$ cat src/design/bce_pkg.sv
// Types, codes and helpers shared by the spline evaluator modules.
package bce_pkg;

  localparam logic [1:0] ACT_LOAD_KNOT = 2'd0;
  localparam logic [1:0] ACT_LOAD_COEF = 2'd1;
  localparam logic [1:0] ACT_EVAL      = 2'd2;

  localparam logic [1:0] REG_KNOTS_IN_USE   = 2'd0;
  localparam logic [1:0] REG_CLAMP_NEGATIVE = 2'd1;

  localparam logic [5:0] KNOTS_RESET = 6'd8;

  localparam logic signed [31:0] Q30_ONE = 32'sh4000_0000;
  localparam logic signed [31:0] S32_MAX = 32'sh7FFF_FFFF;
  localparam logic signed [31:0] S32_MIN = 32'sh8000_0000;

  typedef struct packed {
    logic [1:0]         action;
    logic [4:0]         slot;
    logic [31:0]        knot_value;
    logic signed [31:0] coefficient;
    logic [31:0]        sample_x;
  } in_item_t;

  typedef struct packed {
    logic signed [31:0] curve_value;
    logic               outside_support;
  } out_item_t;

  typedef struct packed {
    logic               go;
    logic signed [32:0] num;
    logic signed [32:0] den;
  } div_req_t;

  typedef struct packed {
    logic               done;
    logic signed [31:0] quot;
  } div_rsp_t;

  function automatic logic signed [31:0] sat32(input logic signed [39:0] v);
    logic signed [31:0] r;
    if (v > 40'(S32_MAX)) r = S32_MAX;
    else if (v < 40'(S32_MIN)) r = S32_MIN;
    else r = v[31:0];
    return r;
  endfunction

endpackage

$ cat src/design/bce_product.sv
// Two-stage Q1.30 product: full multiply, then truncation toward zero by 2^30.
module bce_product import bce_pkg::*; (
  input  logic               clk,
  input  logic               rst,
  input  logic               go,
  input  logic signed [31:0] a,
  input  logic signed [31:0] b,
  output logic               valid,
  output logic signed [33:0] prod
);

  logic               stage1_valid;
  logic signed [63:0] full;
  logic signed [63:0] biased;

  assign biased = full + (full[63] ? 64'sd1073741823 : 64'sd0);

  always_ff @(posedge clk) begin
    if (rst) begin
      stage1_valid <= 1'b0;
      valid        <= 1'b0;
    end else begin
      stage1_valid <= go;
      valid        <= stage1_valid;
    end
    full <= a * b;
    prod <= biased[63:30];
  end

endmodule

$ cat config.mk
export PLATFORM = sky130hd
export DESIGN_NAME = bce_product
export DESIGN_NICKNAME = d
export VERILOG_FILES = /design/src/design/bce_pkg.sv /design/src/design/bce_product.sv
export SDC_FILE = /design/constraint.sdc
export NUM_CORES = 2
export LEC_CHECK = 0
export BUFFER_PORTS_ARGS = -buffer_cell sky130_fd_sc_hd__buf_2
export CORE_UTILIZATION = 45
export CTS_BUF_LIST = sky130_fd_sc_hd__clkbuf_4 sky130_fd_sc_hd__clkbuf_8 sky130_fd_sc_hd__clkbuf_16
export DETAILED_ROUTE_END_ITERATION = 10
export PLACE_DENSITY_LB_ADDON = 0.12
export SETUP_SLACK_MARGIN = 0.1
export SLEW_MARGIN = 20
export SYNTH_ARGS = -nofsm -noshare
export SYNTH_HDL_FRONTEND = slang
export SYNTH_SLANG_ARGS = --single-unit
$ cat constraint.sdc
create_clock -name clk -period 8.55 [get_ports clk]
set_clock_uncertainty 0.15 [all_clocks]
set_input_delay 1.2825 -clock clk [delete_from_list [all_inputs] [get_ports clk]]
set_output_delay 1.2825 -clock clk [all_outputs]
set_load 0.005 [all_outputs]
==> results_dict.tcl <==
set metrics [dict create \
    status "finished clean" \
    clock-sinks 100 \
    crit_path_end_kind "flip-flop" \
    routed_wl_microns 103000 \
    yosysSeqAreaShare_pct 5.04 \
    min_path_cells 1 \
    cts_tree "done" \
    clock_path_buffers 2 \
    ys_seq_elements 100 \
    fin_crit_sh_pct 96.3 \
    required_ns 8.64 \
    path_cells "buf_2 -> buf_12 -> and2_4 -> fa_2 -> inv_2 -> fa_1 -> inv_2 -> fa_1 -> fa_2 -> clkinvlp_4 -> buf_4 -> fa_1 -> inv_1 -> fa_1 -> fa_1 -> fa_1 -> ha_1 -> a21o_1 -> a21o_1 -> a221o_1 -> o21ai_2 -> nand2_1 -> a311o_1" \
    cpMaxStageDelayCell "fa_2" \
    regArea_sq_um 2000 \
    final_hold_viol_count 0 \
    start_util_pct 45.6 \
    path_class "in -> reg" \
    core_sq_um 87200 \
    synth_area_per_cell_sq_um 9.45 \
    crit_fanout 13 \
    fmax_mhz 121 \
    finalMaxSlewViolations 0 \
    drtIter0Drc 1053 \
    grt_first_pass_wirelength_microns 172000 \
    async_flop_share_pct 0 \
    syn-instance-count 4204 \
    maxCapViolations 0 \
    start_kind "primary input" \
    r2r_cells 12 \
    cts_buffers 9 \
    fillCellCount 8262 \
    root_buffer "clkbuf_16" \
    worst_slack_ns 0.314 \
    first_pass_iters 5 \
    place.gp.congestion 0.906 \
    grt_pass1_vias 31300 \
    synth_nets 5566 \
    drtAntennaViolNets 0 \
    nNetsFinal 5794 \
    hpwl_microns 92200 \
    ys.warnings.count 0 \
    io_buffer_count 101 \
    ios 102 \
    syn_to_final_growth_pct 11.1 \
    via_per_inst 4.94 \
    synth_area_sq_um 39700 \
    synthDistinctLibCells 68 \
    synth-edff-count 0 \
    crit_top_cell "fa_1" \
    antenna_found_initial 5 \
    cp_slowest_stage_delay_ns 0.64 \
    setup_viol 0 \
    slew_headroom_pct 60.4 \
    dieWidth_microns 299 \
    rsz0062_at_grt "false" \
    final_common_cell "fa_1" \
    drive_above_1_share_pct 11.1 \
    hold_buffers 0 \
    grt_max_degree 32 \
    grt_use_total_pct 24.7 \
    vias 27600 \
    path_buf_inv 7 \
    worstMarginPinSlew_ns 0.590 \
    worst-path-stages 23 \
    clk_latency_ns 0.35 \
    multiInputGateArea_sq_um 33200 \
    arrival_ns 8.32 \
    final_cell_mix "fa_1 (1078), inv_1 (1011), nand2_1 (548), and2_1 (499), buf_4 (309)" \
    hold_ws_ns 0.293 \
    die_area_sq_um 89500 \
    min_period_ns 8.24 \
    clk_pin_slew_worst_paths_ns 0.07 \
    hp-class "reg -> reg" \
    critical_path.top_delay_family "adder cells" \
    die_y_microns 299 \
    num_rows 108 \
    drc 0 \
    synth_top_flop_cell "dfxtp_1" \
    grt-ovfl-total 0 \
    cts_max_level 3 \
    pre_cts_ws_ns -0.267 \
    detail_route.wl_per_cell_microns 18.4 \
]
cell type report:
cell class	instances	share of cell area [%]
inverters	1014	8.63
multi-input cells	2878	75.3
well taps	1155	3.28
diodes	2	0.0113
clock inverters	5	0.0964
clock buffers	11	0.559
repair buffers	429	7.57
flip-flops and latches	100	4.54
metrics by stage:
stage          cells  cell area [sq um]  util (%)  setup TNS, ns
4_1_cts         5590              43900      50.4              0
2_1_floorplan   4204              39800         -              0
6_report        5594              44100      50.6              0
5_1_grt         5594              44100      50.6              0
3_3_place_gp    5574              43600      50.1         -0.568
3_5_place_dp    5574              43600      50.1          -1.93
state kept, by name, indices dropped and copies added (netlist names):
name          count
valid             1
full             64
stage1_valid      1
prod             34
logic make-up after synthesis:
family / count (synthesis) / share of synthesized area (%)
AOI/OAI and AO/OA: 229 / 3.94
xor gates and xnor gates: 103 / 2.27
adders and majority gates: 1295 / 61.2
buffers and inverters: 1226 / 11.6
DFF: 100 / 5.04
and+or+nand+nor: 1251 / 15.9
worst reg2reg max path, delay by kind of cell, from the launching register on:
kind,cells,cell delay (ns)
AOI/OAI and AO/OA,6,1.54
buffers and inverters,2,0.57
adders and majority gates,1,0.35
DFF,1,0.31
and+or+nand+nor,2,0.26
xor gates and xnor gates,1,0.14
synth_stat cells (3+ instances only):
cell type / n / share of area (%)
nor3_1: 17 / 0.21
nor2_1: 56 / 0.53
buf_2: 6 / 0.076
fa_1: 1082 / 55
o22a_1: 3 / 0.066
a21oi_1: 60 / 0.76
o21a_1: 14 / 0.26
a21o_1: 34 / 0.64
a211oi_1: 4 / 0.076
and2_1: 501 / 7.9
and3_1: 17 / 0.27
o21ai_2: 5 / 0.11
nor2b_1: 8 / 0.13
and4_1: 7 / 0.15
o211ai_1: 9 / 0.17
inv_1: 1014 / 9.6
nand2b_1: 15 / 0.24
xnor2_1: 76 / 1.7
nand2_1: 550 / 5.2
dfxtp_1: 100 / 5.0
ha_1: 213 / 6.7
nand3_1: 34 / 0.43
xor2_1: 27 / 0.60
o22ai_1: 4 / 0.063
o31ai_1: 3 / 0.057
o21ai_0: 31 / 0.39
or2_2: 4 / 0.063
a31oi_1: 15 / 0.24
o21bai_1: 9 / 0.17
a31o_2: 4 / 0.088
nand4_1: 28 / 0.44
clkbuf_1: 205 / 1.9
per-layer routing:
layer  share of wire, %  track usage (%)
met5              0.011                0
met4                2.4             5.27
met3                2.5             1.46
met2                 54             46.6
met1                 41             31.0
timing repair:
| item | 4_1_cts | 5_1_grt |
|---|---|---|
| resized for setup | 1 | 59 |
| pin swaps | 0 | 14 |
| gates cloned | 0 | 0 |
| buffers inserted | 0 | 2 |
| setup endpoints to repair | 1 | 24 |
| endpoints found under the hold margin | 0 | 0 |
final timing paths:
| path | start | end | slack, ns |
|---|---|---|---|
| setup / recovery | b[7] | full[59] | 0.31 |
| hold / removal | stage1_valid | valid | 0.29 |
| setup reg to reg | full[63] | prod[29] | 5.14 |
| hold reg to reg | stage1_valid | valid | 0.29 |
Power is left out: the tool's default activity adds up to more than one toggle a clock period on the data nets, which glitch-free logic cannot reach.
