`config.mk`:
```
export PLATFORM = sky130hd
export DESIGN_NAME = bce_divider
export DESIGN_NICKNAME = d
export VERILOG_FILES = /design/src/design/bce_pkg.sv /design/src/design/bce_divider.sv
export SDC_FILE = /design/constraint.sdc
export NUM_CORES = 1
export LEC_CHECK = 0
export BUFFER_PORTS_ARGS = -buffer_cell sky130_fd_sc_hd__buf_2
export CORE_UTILIZATION = 43
export DETAILED_ROUTE_END_ITERATION = 16
export PLACE_DENSITY = 0.67
export SLEW_MARGIN = 25
export SYNTH_ARGS = -nofsm -noshare
export SYNTH_HDL_FRONTEND = slang
export SYNTH_SLANG_ARGS = --single-unit
```
`constraint.sdc`:
```
create_clock -name clk -period 12.6 [get_ports clk]
set_input_delay 2.52 -clock clk [delete_from_list [all_inputs] [get_ports clk]]
set_output_delay 2.52 -clock clk [all_outputs]
set_load 0.01 [all_outputs]
```
`src/design/bce_pkg.sv`:
```
// Types, codes and helpers shared by the spline evaluator modules.
package bce_pkg;

  localparam logic [1:0] ACT_LOAD_KNOT = 2'd0;
  localparam logic [1:0] ACT_LOAD_COEF = 2'd1;
  localparam logic [1:0] ACT_EVAL      = 2'd2;

  localparam logic [1:0] REG_KNOTS_IN_USE   = 2'd0;
  localparam logic [1:0] REG_CLAMP_NEGATIVE = 2'd1;

  localparam logic [5:0] KNOTS_RESET = 6'd8;

  localparam logic signed [31:0] Q30_ONE = 32'sh4000_0000;
  localparam logic signed [31:0] S32_MAX = 32'sh7FFF_FFFF;
  localparam logic signed [31:0] S32_MIN = 32'sh8000_0000;

  typedef struct packed {
    logic [1:0]         action;
    logic [4:0]         slot;
    logic [31:0]        knot_value;
    logic signed [31:0] coefficient;
    logic [31:0]        sample_x;
  } in_item_t;

  typedef struct packed {
    logic signed [31:0] curve_value;
    logic               outside_support;
  } out_item_t;

  typedef struct packed {
    logic               go;
    logic signed [32:0] num;
    logic signed [32:0] den;
  } div_req_t;

  typedef struct packed {
    logic               done;
    logic signed [31:0] quot;
  } div_rsp_t;

  function automatic logic signed [31:0] sat32(input logic signed [39:0] v);
    logic signed [31:0] r;
    if (v > 40'(S32_MAX)) r = S32_MAX;
    else if (v < 40'(S32_MIN)) r = S32_MIN;
    else r = v[31:0];
    return r;
  endfunction

endpackage

```
`src/design/bce_divider.sv`:
```
// Iterative Q1.30 ratio unit: trunc(num * 2^30 / den), saturated, one bit per cycle.
module bce_divider import bce_pkg::*; (
  input  logic     clk,
  input  logic     rst,
  input  div_req_t req,
  output div_rsp_t rsp
);

  logic        active;
  logic [4:0]  count;
  logic [31:0] rem;
  logic [29:0] qacc;
  logic        first_bit;
  logic        neg;
  logic [31:0] ad;

  logic [31:0] an_in;
  logic [31:0] ad_in;
  logic [32:0] sh;
  logic        qbit;
  logic [31:0] rem_next;
  logic [30:0] mag;

  assign an_in = req.num[32] ? 32'(-req.num) : req.num[31:0];
  assign ad_in = req.den[32] ? 32'(-req.den) : req.den[31:0];

  always_comb begin
    sh = {rem, (count == 5'd0) ? first_bit : 1'b0};
    qbit = (sh >= {1'b0, ad});
    rem_next = qbit ? 32'(sh - {1'b0, ad}) : sh[31:0];
    mag = {qacc, qbit};
  end

  always_ff @(posedge clk) begin
    if (rst) begin
      active   <= 1'b0;
      rsp.done <= 1'b0;
    end else begin
      rsp.done <= 1'b0;
      if (req.go) begin
        neg <= req.num[32] ^ req.den[32];
        ad  <= ad_in;
        if (req.den == '0) begin
          rsp.quot <= '0;
          rsp.done <= 1'b1;
        end else if ({1'b0, an_in} >= {ad_in, 1'b0}) begin
          // A quotient of 2^31 or more always saturates.
          rsp.quot <= (req.num[32] ^ req.den[32]) ? S32_MIN : S32_MAX;
          rsp.done <= 1'b1;
        end else begin
          rem       <= {1'b0, an_in[31:1]};
          first_bit <= an_in[0];
          qacc      <= '0;
          count     <= '0;
          active    <= 1'b1;
        end
      end else if (active) begin
        rem   <= rem_next;
        qacc  <= mag[29:0];
        count <= count + 5'd1;
        if (count == 5'd30) begin
          active   <= 1'b0;
          rsp.done <= 1'b1;
          rsp.quot <= neg ? -$signed({1'b0, mag}) : $signed({1'b0, mag});
        end
      end
    end
  end

endmodule

```
==> results of run 1 <==
-- final timing paths --
path | endpoint | depth (start not counted) | slack, ns
setup / recovery | rem[16] | 19 | 4.33
hold / removal | rem[18] | 2 | 0.60
setup reg to reg | rsp[28] | 18 | 8.16
hold reg to reg | rem[18] | 2 | 0.60
-- per-stage QoR --
stage	worst slack [ns]	power, W	instance area (um2)
2_1_floorplan	4.408	0.0008766	9739
3_3_place_gp	3.994	0.0009804	10510
3_5_place_dp	3.883	0.0009861	10510
4_1_cts	4.315	0.001503	11120
5_1_grt	3.672	0.001579	11150
6_report	4.331	0.001499	11150
-- power by group through the flow --
stage / Combinational [W] / Clock, W / Sequential, W
6_report: 0.000413 / 0.000515 / 0.000570
5_1_grt: 0.000464 / 0.000540 / 0.000575
4_1_cts: 0.000410 / 0.000522 / 0.000570
3_5_place_dp: 0.000407 / 0 / 0.000579
3_3_place_gp: 0.000402 / 0 / 0.000579
2_1_floorplan: 0.000305 / 0 / 0.000572
-- state kept, by name, summed over array words and instances, names as in the netlist --
register / count
rsp: 33
ad: 32
rem: 32
qacc: 30
count: 5
active: 1
first_bit: 1
neg: 1
-- final cells by class --
| type | instances | area, um2 | area share (%) |
|---|---|---|---|
| repair buffers | 108 | 578.1 | 5.186 |
| clock inverters | 15 | 182.7 | 1.639 |
| multi-input cells | 774 | 5276 | 47.33 |
| flip-flops and latches | 135 | 4034 | 36.19 |
| well taps | 280 | 350.3 | 3.143 |
| inverters | 80 | 300.3 | 2.694 |
| clock buffers | 17 | 425.4 | 3.816 |
-- cells in the mapped netlist (5+ instances only) --
master / count / share of area [%]
a21o_1: 17 / 1.3
a21oi_1: 54 / 2.8
a31oi_1: 14 / 0.90
and2_1: 8 / 0.51
and3_1: 5 / 0.32
clkbuf_1: 36 / 1.4
edfxtp_1: 133 / 41
ha_1: 69 / 8.9
inv_1: 80 / 3.1
mux2i_1: 6 / 0.62
nand2_1: 91 / 3.5
nand2b_1: 11 / 0.71
nand3_1: 27 / 1.4
nand4_1: 11 / 0.71
nor2_1: 53 / 2.0
nor2b_1: 36 / 2.3
nor3_1: 20 / 1.0
nor4_1: 6 / 0.39
o211ai_1: 9 / 0.69
o21a_1: 8 / 0.62
o21ai_0: 83 / 4.3
o21bai_1: 5 / 0.39
o31a_1: 6 / 0.54
o31ai_1: 29 / 2.2
o41ai_1: 13 / 1.2
or3_1: 23 / 1.5
or4_1: 15 / 1.2
xnor2_1: 55 / 4.9
xor2_1: 61 / 5.5
-- cell families (layout without fill, tap and decap cells) --
family          after synthesis  in the layout  synth area share, %
buf+inv                     119            220                4.586
compound gates              259            259                16.78
simple gates                322            322                16.98
fa+ha+maj                    70             70                9.070
flops                       135            135                41.42
mux                           7              7               0.7323
xor+xnor                    116            116                10.43
-- per-layer routing --
metal	part of all wire (%)	track usage, %
met5	0	0
met1	49	28.65
met4	1.8	6.830
met3	5.6	2.816
met2	43	31.40
-- critical path, cell delays in order --
cell	delay (ns)
buf_2	0.13
nor4_1	0.50
nand3b_1	0.23
or3_1	0.45
nor3_1	0.30
inv_1	0.12
o41a_1	0.33
xor2_1	0.21
ha_1	0.28
a211oi_1	0.21
o21ai_0	0.11
o211ai_1	0.10
a21oi_1	0.08
or4b_2	0.67
a221oi_1	0.39
nor2_1	0.09
nor3_1	0.38
a21o_2	0.61
buf_4	0.57
==> metrics.md, run 1 <==
| Metric | Value |
|---|---|
| Slew Limit Fails | `0` |
| Fraction of registers with async set/reset | `0%` |
| Global-route usage over all layers | `20.12%` |
| Skew-Pair Late Insertion Delay | `0.43 ns` |
| Crit path max fanout | `38` |
| Area Overhead vs Synth | `14.45%` |
| Min cycle time layout | `8.270 ns` |
| Synth Net Count | `1167` |
| Sw frac | `32.56%` |
| Setup repair bufs after CTS | `0` |
| Clk pin slew, worst setup/hold paths | `0.06 ns` |
| Total CTS buffers | `17` |
| CP Launch Point | `req[35]` |
| Clk_skew | `0.009761 ns` |
| Hold Violations, Final | `0` |
| Routed length per instance | `16.12 um` |
| CTS Hold Bufs | `0` |
| First-pass GRT wire length | `37.42 mm` |
| CTS max path bufs | `2` |
| WHS | `0.6007 ns` |
| Hold Path Origin | `rem[17]` |
| Power share of the clock group | `34.4%` |
| Netlist cell types | `58` |
| Initial DRC Count | `443` |
| Largest net degree at the start of global routing | `72` |
| Crit share post-route | `65.63%` |
| Synth Flop Type | `edfxtp_1` |
| Layout cells sized above 1 | `13.91%` |
| CTS Sinks | `135` |
| Worst Tran Pin Value | `0.9581 ns` |
| Startpoint types | `input port` |
| Post-synthesis sequential area ratio | `41.42%` |
| Port Buf Inserts | `101` |
| CTS tree | `done` |
| Core Area | `0.02203 mm2` |
| Post-DP HPWL | `16.84 mm` |
| Max-slew headroom | `36.13%` |
| Reg2reg start | `count[2]` |
| Initial Util | `44.22%` |
| WP data arrival | `8.33 ns` |
| Final Setup Violations | `0` |
| Routed Antenna Nets | `0` |
| MaxCap Viol Count | `0` |
| Antenna diode count | `0` |
| Number of synthesized flops with an enable pin | `133` |
| Avg Vias per Cell | `5.519` |
| Row count | `54` |
| Fin Setup TNS | `0 ns` |
| Boundary Pins | `102` |
| Fillers | `2043` |
| Die area | `0.02325 mm2` |
| Peak supply drop | `0.1093 mV` |
| Placed cell count | `1376` |
| DRC Markers | `0` |
| CTS-repair resized insts | `0` |
| H-tree Lvls | `4` |
| Psw | `0.0004882 W` |
| Post-Route WL | `22.71 mm` |
| YS warnings | `0` |
| Critical setup path kind | `input port to register` |
| Cell Area, Synth | `0.009739 mm2` |
| Internal power | `0.001011 W` |
| Most common cell after layout, fill and taps aside | `edfxtp_1` |
| Fin nets | `1255` |
| Fmax achieved | `120.9 MHz` |
| Worst Path Required | `12.66 ns` |
| GRT Residual Overflow | `0` |
| Die W | `152.5 um` |
| Cell area power density | `134.5 mW/mm2` |
| Most frequent cells in the layout | `133 x edfxtp_1, 101 x buf_2, 90 x nand2_1` |
| Final core utilization | `50.61%` |
| Via count | `7776` |
| Status | `finished clean` |
| RSZ-0062 raised after global routing | `no` |
| Cell count after synthesis | `1028` |
| Combinational power share | `27.6%` |
| GPL Wtd Cong | `0.9228` |
| Die H | `152.5 um` |
| Leakage power | `4.560 nW` |
| Flop pwr share | `38.1%` |
| Clock root cell | `clkbuf_16` |
| Avg Inst Size Synth | `9.474 um2` |
| First-pass DRT Iterations | `7` |
| Initial antenna violation count | `0` |
| Crit end category | `register` |
| Number of global-route vias before repair | `7419` |
| Synth Register Bits | `135` |
| Final non-filler cell total | `1409` |
| HP Class | `register to register` |
(Power assumes the default switching activity.)
==> inputs of run 2 (changes only) <==
PLACE_DENSITY = 0.7   (was 0.67)
clock period = 7.3 ns   (was 12.6 ns; I/O delays follow)
==> run 2 against run 1 <==
Net effect:
- the run now ends with DRC left
- global-route usage down 0.37 points
- via count up 2.2%
- sequential share of layout area about the same
- count of clock-buffer cells in the layout up 1
- die area unchanged
- sequential cell count unchanged
- critical path type unchanged
==> metrics.md, run 2 (synthesis results as in run 1) <==
| Metric | Value |
|---|---|
| Most frequent cells in the layout | `133 x edfxtp_1, 101 x buf_2, 90 x nand2_1` |
| Row count | `54 (unchanged)` |
| CTS Hold Bufs | `0 (unchanged)` |
| HP Class | `register to register` |
| RSZ-0062 raised after global routing | `no` |
| Cell family with most CP delay | `simple AND/OR/NAND/NOR gates` |
| Post-DP HPWL | `16.77 mm (-0.40%)` |
| CTS Sinks | `135 (unchanged)` |
| Crit path max fanout | `24 (-37%)` |
| Initial Util | `44.22% (unchanged)` |
| Crit-path slowest cell | `or4b_2` |
| DRC Markers | `10 (+10)` |
| Die H | `152.5 um (unchanged)` |
| Setup repair bufs after CTS | `0 (unchanged)` |
| Critical setup path kind | `input port to register` |
| CTS tree | `done` |
| Crit path cell chain | `buf_2, nor4_1, nand3b_1, or3_1, nor3_1, inv_1, o41a_1, xor2_1, ha_1, a211oi_1, o21ai_0, o211ai_1, a21oi_1, or4b_2, a221oi_1, nor2_1, o21ai_0, a21oi_4, buf_16` |
| Status | `finished, violations left` |
| Via count | `7947 (+2.2%)` |
| CTS-repair resized insts | `0 (unchanged)` |
| H-tree Lvls | `4 (unchanged)` |
| Biggest regs | `rsp x33, ad x32, rem x32` |
| Hold Violations, Final | `0 (unchanged)` |
| WP data arrival | `6.78 ns (-1.55 ns)` |
| First-pass DRT Iterations | `10 (+3)` |
| Global-route usage over all layers | `19.75% (-0.37 points)` |
| Cell area power density | `227.8 mW/mm2 (+69%)` |
| Crit end category | `register` |
| Fin nets | `1258 (+0.24%)` |
| Most common cell after layout, fill and taps aside | `edfxtp_1` |
| Post-route setup slack | `0.6968 ns (-3.634 ns)` |
| Skew-Pair Late Insertion Delay | `0.42 ns (about the same)` |
| Register area | `0.004034 mm2 (unchanged)` |
| Post-place setup slack | `0.2978 ns (-3.585 ns)` |
| Routed length per instance | `16.19 um (+0.43%)` |
| Clk_skew | `0.01025 ns (+0.0004927 ns)` |
| GRT Residual Overflow | `0 (unchanged)` |
| Fin Setup TNS | `0 ns (unchanged)` |
| Final Setup Violations | `0 (unchanged)` |
| Layout cells sized above 1 | `13.87% (-0.037 points)` |
| MaxCap Viol Count | `0 (unchanged)` |
| Leakage power | `4.563 nW (about the same)` |
| Crit share post-route | `90.46%` |
| Startpoint types | `input port` |
| Total CTS buffers | `17 (unchanged)` |
| Fillers | `2053 (+0.49%)` |
| Boundary Pins | `102 (unchanged)` |
| Crit-path most repeated cell | `o21ai_0` |
| Peak supply drop | `0.1639 mV (+50%)` |
| Port Buf Inserts | `101 (unchanged)` |
| Number of global-route vias before repair | `7411 (-0.11%)` |
| Min cycle time layout | `6.603 ns` |
| Slowest stage delay, CP | `0.67 ns (about the same)` |
| Avg Vias per Cell | `5.628 (+2.0%)` |
| Area Overhead vs Synth | `14.43% (about the same)` |
| Failing checks | `DRC` |
| Area of the multi-input gates | `0.005276 mm2 (unchanged)` |
| Worst Tran Pin Value | `0.9492 ns (-0.008873 ns)` |
| Final core utilization | `50.60% (about the same)` |
| First-pass GRT wire length | `36.87 mm (-1.5%)` |
| Die W | `152.5 um (unchanged)` |
| Worst path buffer plus inverter count | `3 (unchanged)` |
| Largest net degree at the start of global routing | `68 (-5.6%)` |
| Largest register by flop count | `rsp` |
| GPL Wtd Cong | `0.9420 (+2.1%)` |
| Slew Limit Fails | `0 (unchanged)` |
| Post-Route WL | `22.86 mm (+0.64%)` |
| Initial DRC Count | `510 (+15%)` |
| Max-slew headroom | `36.72% (+0.59 points)` |
| Routed Antenna Nets | `0 (unchanged)` |
| Worst Path Required | `7.47 ns (-5.19 ns)` |
| CTS max path bufs | `2 (unchanged)` |
| Clock root cell | `clkbuf_16` |
| Core Area | `0.02203 mm2 (unchanged)` |
| Initial antenna violation count | `0 (unchanged)` |
| Max reg flops | `33 (unchanged)` |
| Antenna diode count | `0 (unchanged)` |
| Die area | `0.02325 mm2 (unchanged)` |
| Clk pin slew, worst setup/hold paths | `0.06 ns (about the same)` |
| Fmax achieved | `151.4 MHz` |
[run 2: changes by cell type in the layout (fill, tap and decap cells not counted), sizes merged]
cell / before / now
bufinv: 2 / 1
buf: 108 / 111
clkbuf: 17 / 18
inv: 89 / 86
clkinvlp: 2 / 0
clkinv: 2 / 7
[run 2: per-stage QoR]
stage | hold slack (ns) | area (um2) | total power, W | cells
floorplan | 0.5545 | 9739 | 0.001513 | 1028
global placement | 0.5830 | 10540 | 0.001691 | 1379
detailed placement | 0.5856 | 10540 | 0.001705 | 1379
CTS | 0.6013 | 11110 | 0.002539 | 1411
global route | 0.6366 | 11140 | 0.002670 | 1412
finish | 0.6027 | 11140 | 0.002539 | 1412
[run 2: cell type report]
class	instances	area share [%]
Clock buffer	18	3.851
Clock inverter	14	1.269
Inverter	80	2.695
Multi-Input combinational cell	774	47.34
Sequential cell	135	36.20
Tap cell	280	3.144
Timing Repair Buffer	111	5.501
[run 2: worst paths after layout]
path	startpoint	to	slack (ns)	cells past startpoint
worst min-delay path	rem[17]	rem[18]	0.60	2
worst max-delay path	req[35]	rsp[8]	0.70	19
worst min register to register	rem[17]	rem[18]	0.60	2
worst max register to register	count[2]	rsp[30]	2.90	18
[run 2: routing by layer]
metal	GRT usage, %	vias to the layer above	routed length [um]
met5	0	-	0
met4	6.397	0	407
met3	3.413	27	1321
met2	31.34	266	10090
met1	27.39	3730	11040
li1	-	3924	-
[run 2: where the power goes]
group	switching, W	internal (W)	total, W	leakage [nW]
clock network	0.000355	0.000479	0.000834	0.280
registers	0.0000436	0.000942	0.000985	1.31
logic	0.000433	0.000287	0.000720	2.97
total	0.000832	0.00171	0.00254	4.56
[run 2: worst reg2reg max path: stages, from the launching register on]
cell and delay [ns]:
edfxtp_1 0.46, nor3_1 0.30, nand3_1 0.14, ha_1 0.22, nor2b_1 0.11, o21ai_0 0.11
o21a_1 0.26, o31ai_1 0.58, o31a_1 0.27, o21a_1 0.12, buf_4 0.36, inv_1 0.12
ha_1 0.25, nand2_1 0.20, nor3_1 0.10, nand2b_1 0.14, o21ai_0 0.11, xor2_1 0.20
o21ai_0 0.09
==> inputs of run 3 (changes only) <==
CORE_MARGIN = 2   (was not set)
==> run 3 against run 2 <==
Net effect:
- the flow now finishes without violations
- die area up 2.6%
- utilization fell by 0.81 points
- fmax increased by 4.7%
- worst hold slack lost 0.012 ns
- clock power increased by 6.1%
- sequential share of layout area shrank 0.081 points
- first-iteration DRC count rose by 1.2%
- non-clock buffer count rose by 2
- combinational power barely moved
- sequential cell count is the same
- largest power group unchanged
==> metrics.md, run 3 (synthesis results as in run 1) <==
| Metric | Value |
|---|---|
| Cell area power density | `232.0 mW/mm2 (+1.8%)` |
| Worst hold path depth | `2 (unchanged)` |
| Critical setup path kind | `input port to register` |
| Layout cells sized above 1 | `13.76% (-0.11 points)` |
| Min cycle time layout | `6.305 ns (-0.2981 ns)` |
| CTS max path bufs | `2 (unchanged)` |
| MaxCap Viol Count | `0 (unchanged)` |
| Final Setup Violations | `0 (unchanged)` |
| Max-slew headroom | `38.58% (+1.9 points)` |
| First-pass DRT Iterations | `5 (-5)` |
| Leakage power | `4.573 nW (+0.23%)` |
| Initial DRC Count | `516 (+1.2%)` |
| CTS Sinks | `135 (unchanged)` |
| Via count | `7924 (-0.29%)` |
| Global-route usage over all layers | `19.90% (+0.15 points)` |
| Largest net degree at the start of global routing | `50 (-26%)` |
| Initial Util | `43.41% (-0.80 points)` |
| Die W | `154.5 um (+1.3%)` |
| Flop pwr share | `38.0% (-0.8 points)` |
| Hold Violations, Final | `0 (unchanged)` |
| Clock root cell | `clkbuf_16` |
| Combinational power share | `27.8% (-0.5 points)` |
| Fin nets | `1260 (+0.16%)` |
| Worst Hold Path EP | `rem[18]` |
| First-pass GRT wire length | `38.21 mm (+3.6%)` |
| CTS tree | `done` |
| Crit path max fanout | `49 (+100%)` |
| Slew Limit Fails | `0 (unchanged)` |
| WP data arrival | `6.41 ns (-0.37 ns)` |
| Worst Tran Pin Value | `0.9214 ns (-0.02786 ns)` |
| Clk pin slew, worst setup/hold paths | `0.06 ns (about the same)` |
| Crit share post-route | `86.37% (-4.1 points)` |
| Fmax achieved | `158.6 MHz (+4.7%)` |
| Max reg flops | `33 (unchanged)` |
| Die area | `0.02387 mm2 (+2.6%)` |
| Routed Antenna Nets | `0 (unchanged)` |
| Status | `finished clean` |
| Post-DP HPWL | `17.60 mm (+5.0%)` |
| Sw frac | `30.78% (-2.0 points)` |
| Fin Setup TNS | `0 ns (unchanged)` |
| Antenna diode count | `0 (unchanged)` |
| Number of global-route vias before repair | `7614 (+2.7%)` |
| Initial antenna violation count | `0 (unchanged)` |
| Critical R2R Capture | `rsp[30]` |
| Row count | `55 (+1.9%)` |
| Area Overhead vs Synth | `14.68%` |
| Port Buf Inserts | `101 (unchanged)` |
| Worst Path Required | `7.40 ns (-0.07 ns)` |
| Peak supply drop | `0.1542 mV (-5.9%)` |
| Core Area | `0.02243 mm2 (+1.9%)` |
| Worst R2R Path Depth | `17 (-1)` |
| Most frequent cells in the layout | `133 x edfxtp_1, 101 x buf_2, 91 x nand2_1` |
| Hold Path Origin | `rem[17]` |
| Boundary Pins | `102 (unchanged)` |
| Post-Route WL | `23.35 mm (+2.2%)` |
| GPL Wtd Cong | `0.9187 (-2.5%)` |
| Clk_skew | `0.01232 ns (+0.002063 ns)` |
| DRC Markers | `0 (-10)` |
| Largest register by flop count | `rsp` |
| HP Class | `register to register` |
| GRT Residual Overflow | `0 (unchanged)` |
| Psw | `0.0007977 W (-4.1%)` |
| Startpoint types | `input port` |
| Power share of the clock group | `34.1% (+1.3 points)` |
| Skew-Pair Late Insertion Delay | `0.42 ns (about the same)` |
| Most common cell after layout, fill and taps aside | `edfxtp_1` |
| Post-route setup slack | `0.9948 ns (+0.2981 ns)` |
| Internal power | `0.001794 W (+5.1%)` |
| Fillers | `2078 (+1.2%)` |
| Total CTS buffers | `17 (unchanged)` |
| CTS-repair resized insts | `0 (unchanged)` |
| Routed length per instance | `16.46 um (+1.7%)` |
| Avg Vias per Cell | `5.584 (-0.78%)` |
| Crit end category | `register` |
| RSZ-0062 raised after global routing | `no` |
| Setup repair bufs after CTS | `0 (unchanged)` |
| Biggest regs | `rsp x33, ad x32, rem x32` |
| Minimum setup slack among reg-to-reg paths | `3.20 ns (+0.30 ns)` |
| Post-place setup slack | `0.5433 ns (+0.2455 ns)` |
| H-tree Lvls | `4 (unchanged)` |
| CTS Hold Bufs | `0 (unchanged)` |
| Die H | `154.5 um (+1.3%)` |
| Reg2reg start | `count[2]` |
-- run 3: layout make-up --
type	instances	area [um2]	area share [%]
Clock inverter	7	118.9	1.064
Timing Repair Buffer	113	608.1	5.444
Tap cell	285	356.6	3.193
Sequential cell	135	4034	36.12
Clock buffer	25	485.5	4.346
Multi-Input combinational cell	774	5266	47.15
Inverter	80	300.3	2.688
-- run 3: through the flow --
| stage | hold slack, ns | util, % | area, um2 | power [W] | std cells |
|---|---|---|---|---|---|
| 3_5_place_dp | 0.5760 | 47.09 | 10570 | 0.001711 | 1387 |
| 6_report | 0.5911 | 49.79 | 11170 | 0.002592 | 1419 |
| 2_1_floorplan | 0.5545 | - | 9739 | 0.001513 | 1028 |
| 3_3_place_gp | 0.5800 | 47.09 | 10570 | 0.001696 | 1387 |
| 4_1_cts | 0.5893 | 49.79 | 11170 | 0.002591 | 1419 |
| 5_1_grt | 0.6313 | 49.79 | 11170 | 0.002728 | 1419 |
-- run 3: worst max-delay path, cell delays in order --
cell,delay (ns)
buf_2,0.13
nor4_1,0.31
buf_4,0.18
nand3b_1,0.10
or3_1,0.42
nor3_1,0.28
inv_1,0.11
o41a_1,0.33
xor2_1,0.22
ha_1,0.28
a211oi_1,0.23
o21ai_0,0.12
o211ai_1,0.10
a21oi_1,0.08
or4b_2,0.67
a221oi_1,0.54
nor2_1,0.10
nor3_1,0.25
a21o_2,0.17
buf_12,0.27
-- run 3: metal layers --
metal / track usage (%) / routed length (um) / vias up
met5: 0 / 0 / -
met4: 6.922 / 558 / 0
met3: 3.474 / 1364 / 37
met2: 30.57 / 10010 / 263
met1: 28.40 / 11420 / 3694
li1: - / - / 3930
-- run 3: how the worst max path moves through the flow --
stage | from | endpoint | slack (ns)
global route | req[35] | rem[1] | 0.55
floorplan | req[35] | count[0] | 0.17
finish | req[35] | rem[5] | 0.99
CTS | req[35] | qacc[24] | 0.96
detailed placement | req[35] | qacc[4] | 0.54
global placement | req[35] | rem[2] | 0.62
-- run 3: power groups by stage --
stage	clock network (W)	logic, W	registers [W]
after global placement	0	0.000697	0.000999
after floorplan	0	0.000526	0.000987
after global routing	0.000924	0.000811	0.000993
after detailed placement	0	0.000711	0.00100
after CTS	0.000890	0.000716	0.000985
final	0.000885	0.000722	0.000985
